**config.mk**
```make
export PLATFORM = sky130hd
export DESIGN_NAME = sorted_priority_queue_top
export DESIGN_NICKNAME = d
export VERILOG_FILES = /design/src/rtl/spq_pkg.sv /design/src/rtl/sorted_priority_queue_top.sv
export SDC_FILE = /design/constraint.sdc
export NUM_CORES = 1
export LEC_CHECK = 0
export ABC_AREA = 1
export BUFFER_PORTS_ARGS = -buffer_cell sky130_fd_sc_hd__buf_4
export CORE_ASPECT_RATIO = 0.5
export CORE_MARGIN = 2
export CORE_UTILIZATION = 42
export DETAILED_ROUTE_END_ITERATION = 10
export GPL_TIMING_DRIVEN = 0
export PLACE_DENSITY = 0.56
export SLEW_MARGIN = 20
export SYNTH_ARGS = -nofsm -noshare
export SYNTH_HDL_FRONTEND = slang
export SYNTH_SLANG_ARGS = --single-unit
```
**constraint.sdc**
```tcl
create_clock -name i_clk -period 5.5 [get_ports i_clk]
set_input_delay 0.825 -clock i_clk [delete_from_list [all_inputs] [get_ports i_clk]]
set_output_delay 0.825 -clock i_clk [all_outputs]
set_load 0.005 [all_outputs]
```
**src/rtl/spq_pkg.sv**
```systemverilog
`default_nettype none

package spq_pkg;

    localparam int CAPACITY    = 16;
    localparam int VALUE_WIDTH = 32;
    localparam int DATA_W      = 32;
    localparam int OP_W        = 2;
    localparam int STAT_W      = 2;
    localparam int IDX_W       = (CAPACITY > 1) ? $clog2(CAPACITY) : 1;
    localparam int CNT_W       = $clog2(CAPACITY + 1);

    localparam logic [OP_W-1:0] OP_INSERT  = 2'd0;
    localparam logic [OP_W-1:0] OP_DELETE  = 2'd1;
    localparam logic [OP_W-1:0] OP_DISPLAY = 2'd2;
    localparam logic [OP_W-1:0] OP_NONE    = 2'd3;

    typedef enum logic [STAT_W-1:0] {
        ST_OK       = 2'd0,
        ST_FULL     = 2'd1,
        ST_NOTFOUND = 2'd2,
        ST_EMPTY    = 2'd3
    } t_status;

    typedef enum logic [2:0] {
        S_IDLE,
        S_INS,
        S_PUT,
        S_FIND,
        S_SHIFT,
        S_DISP,
        S_DONE
    } t_state;

endpackage

`default_nettype wire

```
**src/rtl/sorted_priority_queue_top.sv**
```systemverilog
// Channel  Direction  tdata            tuser          tlast
// s        in         value [31:0]     opcode [1:0]   -
// m        out        entry [31:0]     status [1:0]   last result of the item
//
// The entries sit in one memory with one write and one registered read port.
// An insert walks down from the top entry, one shift per cycle. A delete scans
// upward and then shifts the tail down. A display sends each entry in turn and
// holds while the output is stalled. Reset clears only the fill count, the control
// state, the read valid flag and the output valid. A stalled output holds its
// transfer; the next item is taken once the last result sits in the output register.
`default_nettype none

module sorted_priority_queue_top (
    input  wire                           i_clk,
    input  wire                           i_rst_n,
    input  wire                           i_s_tvalid,
    output logic                          o_s_tready,
    input  wire  [spq_pkg::DATA_W-1:0]    i_s_tdata,   // value
    input  wire  [spq_pkg::OP_W-1:0]      i_s_tuser,   // opcode
    output logic                          o_m_tvalid,
    input  wire                           i_m_tready,
    output logic [spq_pkg::DATA_W-1:0]    o_m_tdata,   // entry
    output logic [spq_pkg::STAT_W-1:0]    o_m_tuser,   // status
    output logic                          o_m_tlast
);
    import spq_pkg::*;

    logic [VALUE_WIDTH-1:0] mem [CAPACITY];
    logic [VALUE_WIDTH-1:0] r_rdata;

    t_state                 r_state, n_state;
    logic [CNT_W-1:0]       r_count, n_count;
    logic [IDX_W-1:0]       r_ptr, n_ptr;
    logic                   r_rv, n_rv;
    logic [VALUE_WIDTH-1:0] r_val, n_val;
    logic [DATA_W-1:0]      r_res, n_res;
    t_status                r_status, n_status;
    logic                   r_ovalid, n_ovalid;
    logic [DATA_W-1:0]      r_oentry, n_oentry;
    t_status                r_ostatus, n_ostatus;
    logic                   r_olast, n_olast;

    logic                   we, re, hold, out_free, last_idx, gt;
    logic [IDX_W-1:0]       waddr, raddr;
    logic [VALUE_WIDTH-1:0] wdata, in_val;

    always_ff @(posedge i_clk) begin
        if (we) begin
            mem[waddr] <= wdata;
        end
        if (re) begin
            r_rdata <= mem[raddr];
        end
    end

    always_ff @(posedge i_clk) begin
        if (!i_rst_n) begin
            r_state  <= S_IDLE;
            r_count  <= '0;
            r_rv     <= 1'b0;
            r_ovalid <= 1'b0;
        end else begin
            r_state  <= n_state;
            r_count  <= n_count;
            r_rv     <= n_rv;
            r_ovalid <= n_ovalid;
        end
    end

    always_ff @(posedge i_clk) begin
        r_ptr     <= n_ptr;
        r_val     <= n_val;
        r_res     <= n_res;
        r_status  <= n_status;
        r_oentry  <= n_oentry;
        r_ostatus <= n_ostatus;
        r_olast   <= n_olast;
    end

    assign in_val   = VALUE_WIDTH'($signed(i_s_tdata));
    assign out_free = !r_ovalid || i_m_tready;
    assign last_idx = (CNT_W'(r_ptr) == r_count - 1'b1);
    assign gt       = $signed(r_rdata) > $signed(r_val);

    always_comb begin
        n_state   = r_state;
        n_count   = r_count;
        n_ptr     = r_ptr;
        n_val     = r_val;
        n_res     = r_res;
        n_status  = r_status;
        n_oentry  = r_oentry;
        n_ostatus = r_ostatus;
        n_olast   = r_olast;
        n_ovalid  = r_ovalid && !i_m_tready;
        we        = 1'b0;
        waddr     = '0;
        wdata     = r_val;
        re        = 1'b0;
        raddr     = r_ptr;
        hold      = 1'b0;

        case (r_state)
            S_IDLE: begin
                if (i_s_tvalid) begin
                    n_val    = in_val;
                    n_res    = i_s_tdata;
                    n_ptr    = '0;
                    n_status = ST_OK;
                    case (i_s_tuser)
                        OP_INSERT: begin
                            if (r_count == CNT_W'(CAPACITY)) begin
                                n_status = ST_FULL;
                                n_state  = S_DONE;
                            end else if (r_count == '0) begin
                                we      = 1'b1;
                                wdata   = in_val;
                                n_count = r_count + 1'b1;
                                n_state = S_DONE;
                            end else begin
                                n_ptr   = IDX_W'(r_count - 1'b1);
                                n_state = S_INS;
                            end
                        end
                        OP_DELETE: begin
                            if (r_count == '0) begin
                                n_status = ST_EMPTY;
                                n_state  = S_DONE;
                            end else begin
                                n_state = S_FIND;
                            end
                        end
                        OP_DISPLAY: begin
                            if (r_count == '0) begin
                                n_res    = '0;
                                n_status = ST_EMPTY;
                                n_state  = S_DONE;
                            end else begin
                                n_state = S_DISP;
                            end
                        end
                        default: begin
                            n_state = S_IDLE;
                        end
                    endcase
                end
            end
            S_INS: begin
                if (!r_rv) begin
                    re = 1'b1;
                end else if (gt) begin
                    we    = 1'b1;
                    waddr = r_ptr + 1'b1;
                    wdata = r_rdata;
                    if (r_ptr == '0) begin
                        n_state = S_PUT;
                    end else begin
                        re    = 1'b1;
                        raddr = r_ptr - 1'b1;
                        n_ptr = r_ptr - 1'b1;
                    end
                end else begin
                    we      = 1'b1;
                    waddr   = r_ptr + 1'b1;
                    n_count = r_count + 1'b1;
                    n_state = S_DONE;
                end
            end
            S_PUT: begin
                we      = 1'b1;
                n_count = r_count + 1'b1;
                n_state = S_DONE;
            end
            S_FIND: begin
                if (!r_rv) begin
                    re = 1'b1;
                end else if (r_rdata == r_val) begin
                    if (last_idx) begin
                        n_count = r_count - 1'b1;
                        n_state = S_DONE;
                    end else begin
                        re      = 1'b1;
                        raddr   = r_ptr + 1'b1;
                        n_ptr   = r_ptr + 1'b1;
                        n_state = S_SHIFT;
                    end
                end else if (last_idx) begin
                    n_status = ST_NOTFOUND;
                    n_state  = S_DONE;
                end else begin
                    re    = 1'b1;
                    raddr = r_ptr + 1'b1;
                    n_ptr = r_ptr + 1'b1;
                end
            end
            S_SHIFT: begin
                we    = 1'b1;
                waddr = r_ptr - 1'b1;
                wdata = r_rdata;
                if (last_idx) begin
                    n_count = r_count - 1'b1;
                    n_state = S_DONE;
                end else begin
                    re    = 1'b1;
                    raddr = r_ptr + 1'b1;
                    n_ptr = r_ptr + 1'b1;
                end
            end
            S_DISP: begin
                if (!r_rv) begin
                    re = 1'b1;
                end else if (out_free) begin
                    n_ovalid  = 1'b1;
                    n_oentry  = DATA_W'(r_rdata);
                    n_ostatus = ST_OK;
                    n_olast   = last_idx;
                    if (last_idx) begin
                        n_state = S_IDLE;
                    end else begin
                        re    = 1'b1;
                        raddr = r_ptr + 1'b1;
                        n_ptr = r_ptr + 1'b1;
                    end
                end else begin
                    hold = 1'b1;
                end
            end
            S_DONE: begin
                if (out_free) begin
                    n_ovalid  = 1'b1;
                    n_oentry  = r_res;
                    n_ostatus = r_status;
                    n_olast   = 1'b1;
                    n_state   = S_IDLE;
                end
            end
            default: begin
                n_state = S_IDLE;
            end
        endcase

        n_rv = hold ? r_rv : re;
    end

    assign o_s_tready = (r_state == S_IDLE);
    assign o_m_tvalid = r_ovalid;
    assign o_m_tdata  = r_oentry;
    assign o_m_tuser  = r_ostatus;
    assign o_m_tlast  = r_olast;

endmodule

`default_nettype wire

```
==> metrics.md <==
| Metric | Value |
|---|---|
| Worst clock skew | `between 0.015 and 0.02 ns` |
| Drt drc | `0` |
| Final WL | `approximately 100,000 microns` |
| Filler instances | `about 6,700` |
| Final #Nets | `3,429` |
| Routed met2 length | `44,200 microns` |
| Leakage power | `about 15 nW` |
| Metal1 wirelength | `roughly 46,000 microns` |
| Reg-to-reg startpoint | `r_rdata[23]$_DFFE_PP_` |
| CTS H-tree lvls | `2` |
| Post-route ant nets | `0` |
| Via count | `approximately 24,000` |
| Sequential fraction of the synthesis area | `a little over three fifths` |
| Core area | `~73,000 sq um` |
| Layout cell share with drive strength beyond 1 | `a little over a tenth` |
| Final hold vios | `0` |
| Crit end category | `register` |
| Period minus WS final | `4.80 ns` |
| Crit path launch type | `register` |
| First-pass GRT wire length | `around 150,000 microns` |
| Metal3 WL | `between 10,000 and 15,000 microns` |
| Routability Congestion | `about 0.9` |
| Dominant synthesized flop cell | `edfxtp_1` |
| MaxCap Viol Count | `0` |
| Yosys reg bits | `about 660` |
| Die footprint | `just under 80,000 sq um` |
| Avg WL per Cell | `between 20 and 25 microns` |
| CP required | `slightly below 6 ns` |
| Hold_sp | `i_s_tdata[27]` |
| Critical path fanouts, max | `10` |
| Cell Area, Synth | `around 31,000 sq um` |
| Die height | `about 200 microns` |
| DRT Pass-1 Iters | `6` |
| Clock slew at reported path FFs | `roughly 0.070 ns` |
| Antenna violations before repair | `1` |
| Synth Instances | `about 3,100` |
| Via/cell ratio | `5.59` |
| Post-synth EDFFs | `649` |
| Top sig layer | `met4` |
| Post-CTS resize count | `0` |
| Syn. warnings | `0` |
| Crit path DAT | `just over 5 ns` |
| Fin area | `about 36,000 sq um` |
| # setup viols final | `0` |
| Final Cycle Share | `between 80 and 90%` |
| Row count | `70` |
| Worst min path class | `in -> reg` |
| DIE WIDTH | `just under 400 microns` |
| Initial core utilization | `42.7%` |
| Clock buffer depth | `3` |
| Asr flop ratio synth | `0%` |
| Unique masters post-synth | `42` |
| Largest net degree at the start of global routing | `25` |
| Worst-Skew Late Latency | `roughly 0.67 ns` |
| Hold slack | `between 0.3 and 0.4 ns` |
| Max_slew headroom | `about a quarter` |
| Hold depth | `1` |
| Starting DRT DRC Count | `approximately 3,200` |
| I/O pins | `75` |
| Status | `finished, final reports clean` |
| Post-CTS repair timing setup buffer count | `0` |
| Antenna cells | `0` |
| R2R cell count | `19` |
| Final Slew Violations | `0` |
| RR Endpoint | `r_rdata[17]$_DFFE_PP_` |
| Fmax achieved | `between 0.2 and 0.25 GHz` |
| Core Util, Final | `49.3%` |
| PnR worst setup slack | `just over 0.7 ns` |
| Gr ovfl total | `0` |
| Pre-CTS WS | `between 0.7 and 0.8 ns` |
| Avg Cell Area, Syn | `roughly 10 sq um` |
| RSZ-0062 raised after global routing | `false` |
| CTS root buf | `clkbuf_16` |
| Cts bufs inserted | `60` |
| CTS Hold Bufs | `0` |
| Detail Placement HPWL | `~75,000 microns` |
| Dpl cell area | `34,400 sq um` |
| IO buf count | `74` |
| CTS Sinks | `approximately 660` |
| Vias in the first global route | `approximately 23,000` |
| R2R setup slack | `about 0.7 ns` |
| WHS Endpoint | `r_val[27]$_DFFE_PP_` |
| VDD IR max | `300 uV` |
| GRT Total Usage | `a little over a quarter` |
| CTS tree | `built` |
| Syn_nets | `between 3,000 and 4,000` |
| Worst-Margin Slew | `1.13 ns` |
| Area Growth Syn to Fin | `15.5%` |
| P per Cell Area | `694 nW/um^2` |
| Critical setup path kind | `reg -> reg` |
==> state kept, by name (all words and copies together), names as in the netlist <==
| register | flops |
|---|---|
| o_m_tlast | 1 |
| mem | 512 |
| o_m_tvalid | 1 |
| r_val | 32 |
| o_m_tdata | 32 |
| r_rdata | 32 |
| o_m_tuser | 2 |
| r_rv | 1 |
| r_count | 5 |
| r_res | 32 |
| r_ptr | 4 |
| r_status | 2 |
| r_state | 3 |
==> Yosys cell counts, drive strengths merged (3+ instances only) <==
master | number | share of area (%)
edfxtp | 649 | 62
dfxtp | 10 | 0.64
a22oi | 34 | 0.81
o21a | 3 | 0.072
nor3 | 5 | 0.096
o22ai | 4 | 0.080
nand3 | 471 | 7.5
o21ai | 58 | 0.94
a31oi | 4 | 0.080
buf | 98 | 1.5
inv | 640 | 7.7
nor2 | 58 | 0.73
a21oi | 61 | 0.97
ha | 41 | 1.6
nand2 | 593 | 7.1
clkbuf | 96 | 1.1
nand4 | 263 | 5.2
a221oi | 34 | 0.95
xor2 | 7 | 0.20
==> where the power goes <==
part | internal, mW | switching, mW | leakage [nW] | total (mW)
Sequential | 7.74 | 0.390 | 6.02 | 8.13
Clock | 2.09 | 1.92 | 0.883 | 4.01
Combinational | 3.44 | 9.56 | 8.49 | 13.0
==> metrics by stage <==
stage                     TNS, ns  power (mW)  instances
after floorplan                 0        14.9       3149
after global placement    -273.29        19.9       4195
after detailed placement        0        20.8       4260
after CTS                       0        24.8       4369
after global routing            0        26.3       4369
final                           0        25.1       4369
==> routing by layer <==
metal  up-vias  global-route usage [%]
met5         -                       0
li1      11136                       -
met4         0                    7.28
met3       161                    6.96
met1     11907                    39.7
met2      1230                    39.7
==> critical path: stages, from the launching register on <==
cell      delay, ns
edfxtp_1       0.44
ha_1           0.33
nand2_1        0.07
nor2_1         0.22
nand4_1        0.20
nor2_1         0.17
nand2_1        0.12
nand3_1        0.10
nand2_1        0.05
nand2_1        0.17
nand4_1        0.20
nor2_1         0.16
nor2_1         0.08
nand2_1        0.06
nand2_1        0.16
inv_2          0.38
buf_1          0.87
nand3_1        0.22
nand3_1        0.21
nand2_1        0.23
==> kinds of logic after synthesis <==
logic type / synth area share, %
AOI/OAI and AO/OA: 4.10
xor gates and xnor gates: 0.251
and+or+nand+nor: 20.9
buffers and inverters: 10.3
DFF: 62.8
adders and majority gates: 1.64
==> area by class of cell <==
cell class	count	area [sq um]	area share [%]
tap	972	1220	3.36
sequential	659	19700	54.3
inverter	642	2410	6.65
clock buffer	73	1550	4.28
clock inverter	36	238	0.656
multi-input combinational	1654	8720	24.1
buffer	194	835	2.30
timing repair buffer	139	1590	4.37
==> worst max-delay path by stage <==
stage / from / to / slack [ns] / depth (start not counted)
floorplan: i_s_tuser[0] / mem[0][0]$_DFFE_PP_ / 0.79 / 7
global placement: i_s_tuser[0] / mem[0][17]$_DFFE_PP_ / -3.58 / 8
detailed placement: r_rdata[23]$_DFFE_PP_ / r_rdata[20]$_DFFE_PP_ / 0.78 / 19
CTS: r_rdata[23]$_DFFE_PP_ / r_rdata[20]$_DFFE_PP_ / 0.77 / 19
global route: r_rdata[23]$_DFFE_PP_ / r_rdata[20]$_DFFE_PP_ / 0.42 / 19
finish: r_rdata[23]$_DFFE_PP_ / r_rdata[17]$_DFFE_PP_ / 0.70 / 19
==> cell usage in the layout, fill, tap and decap left out, types with 40 or more instances in the layout <==
cell	synthesis	routed
nand2_1	592	591
buf_4	0	80
clkbuf_1	96	109
o21ai_0	56	56
inv_1	634	634
ha_1	41	41
nand4_1	263	263
nand3_1	469	469
edfxtp_1	649	649
nor2_1	56	40
clkbuf_16	0	60
buf_2	85	89
a21oi_1	61	60
Note: power is estimated with default switching activity, not from simulation.
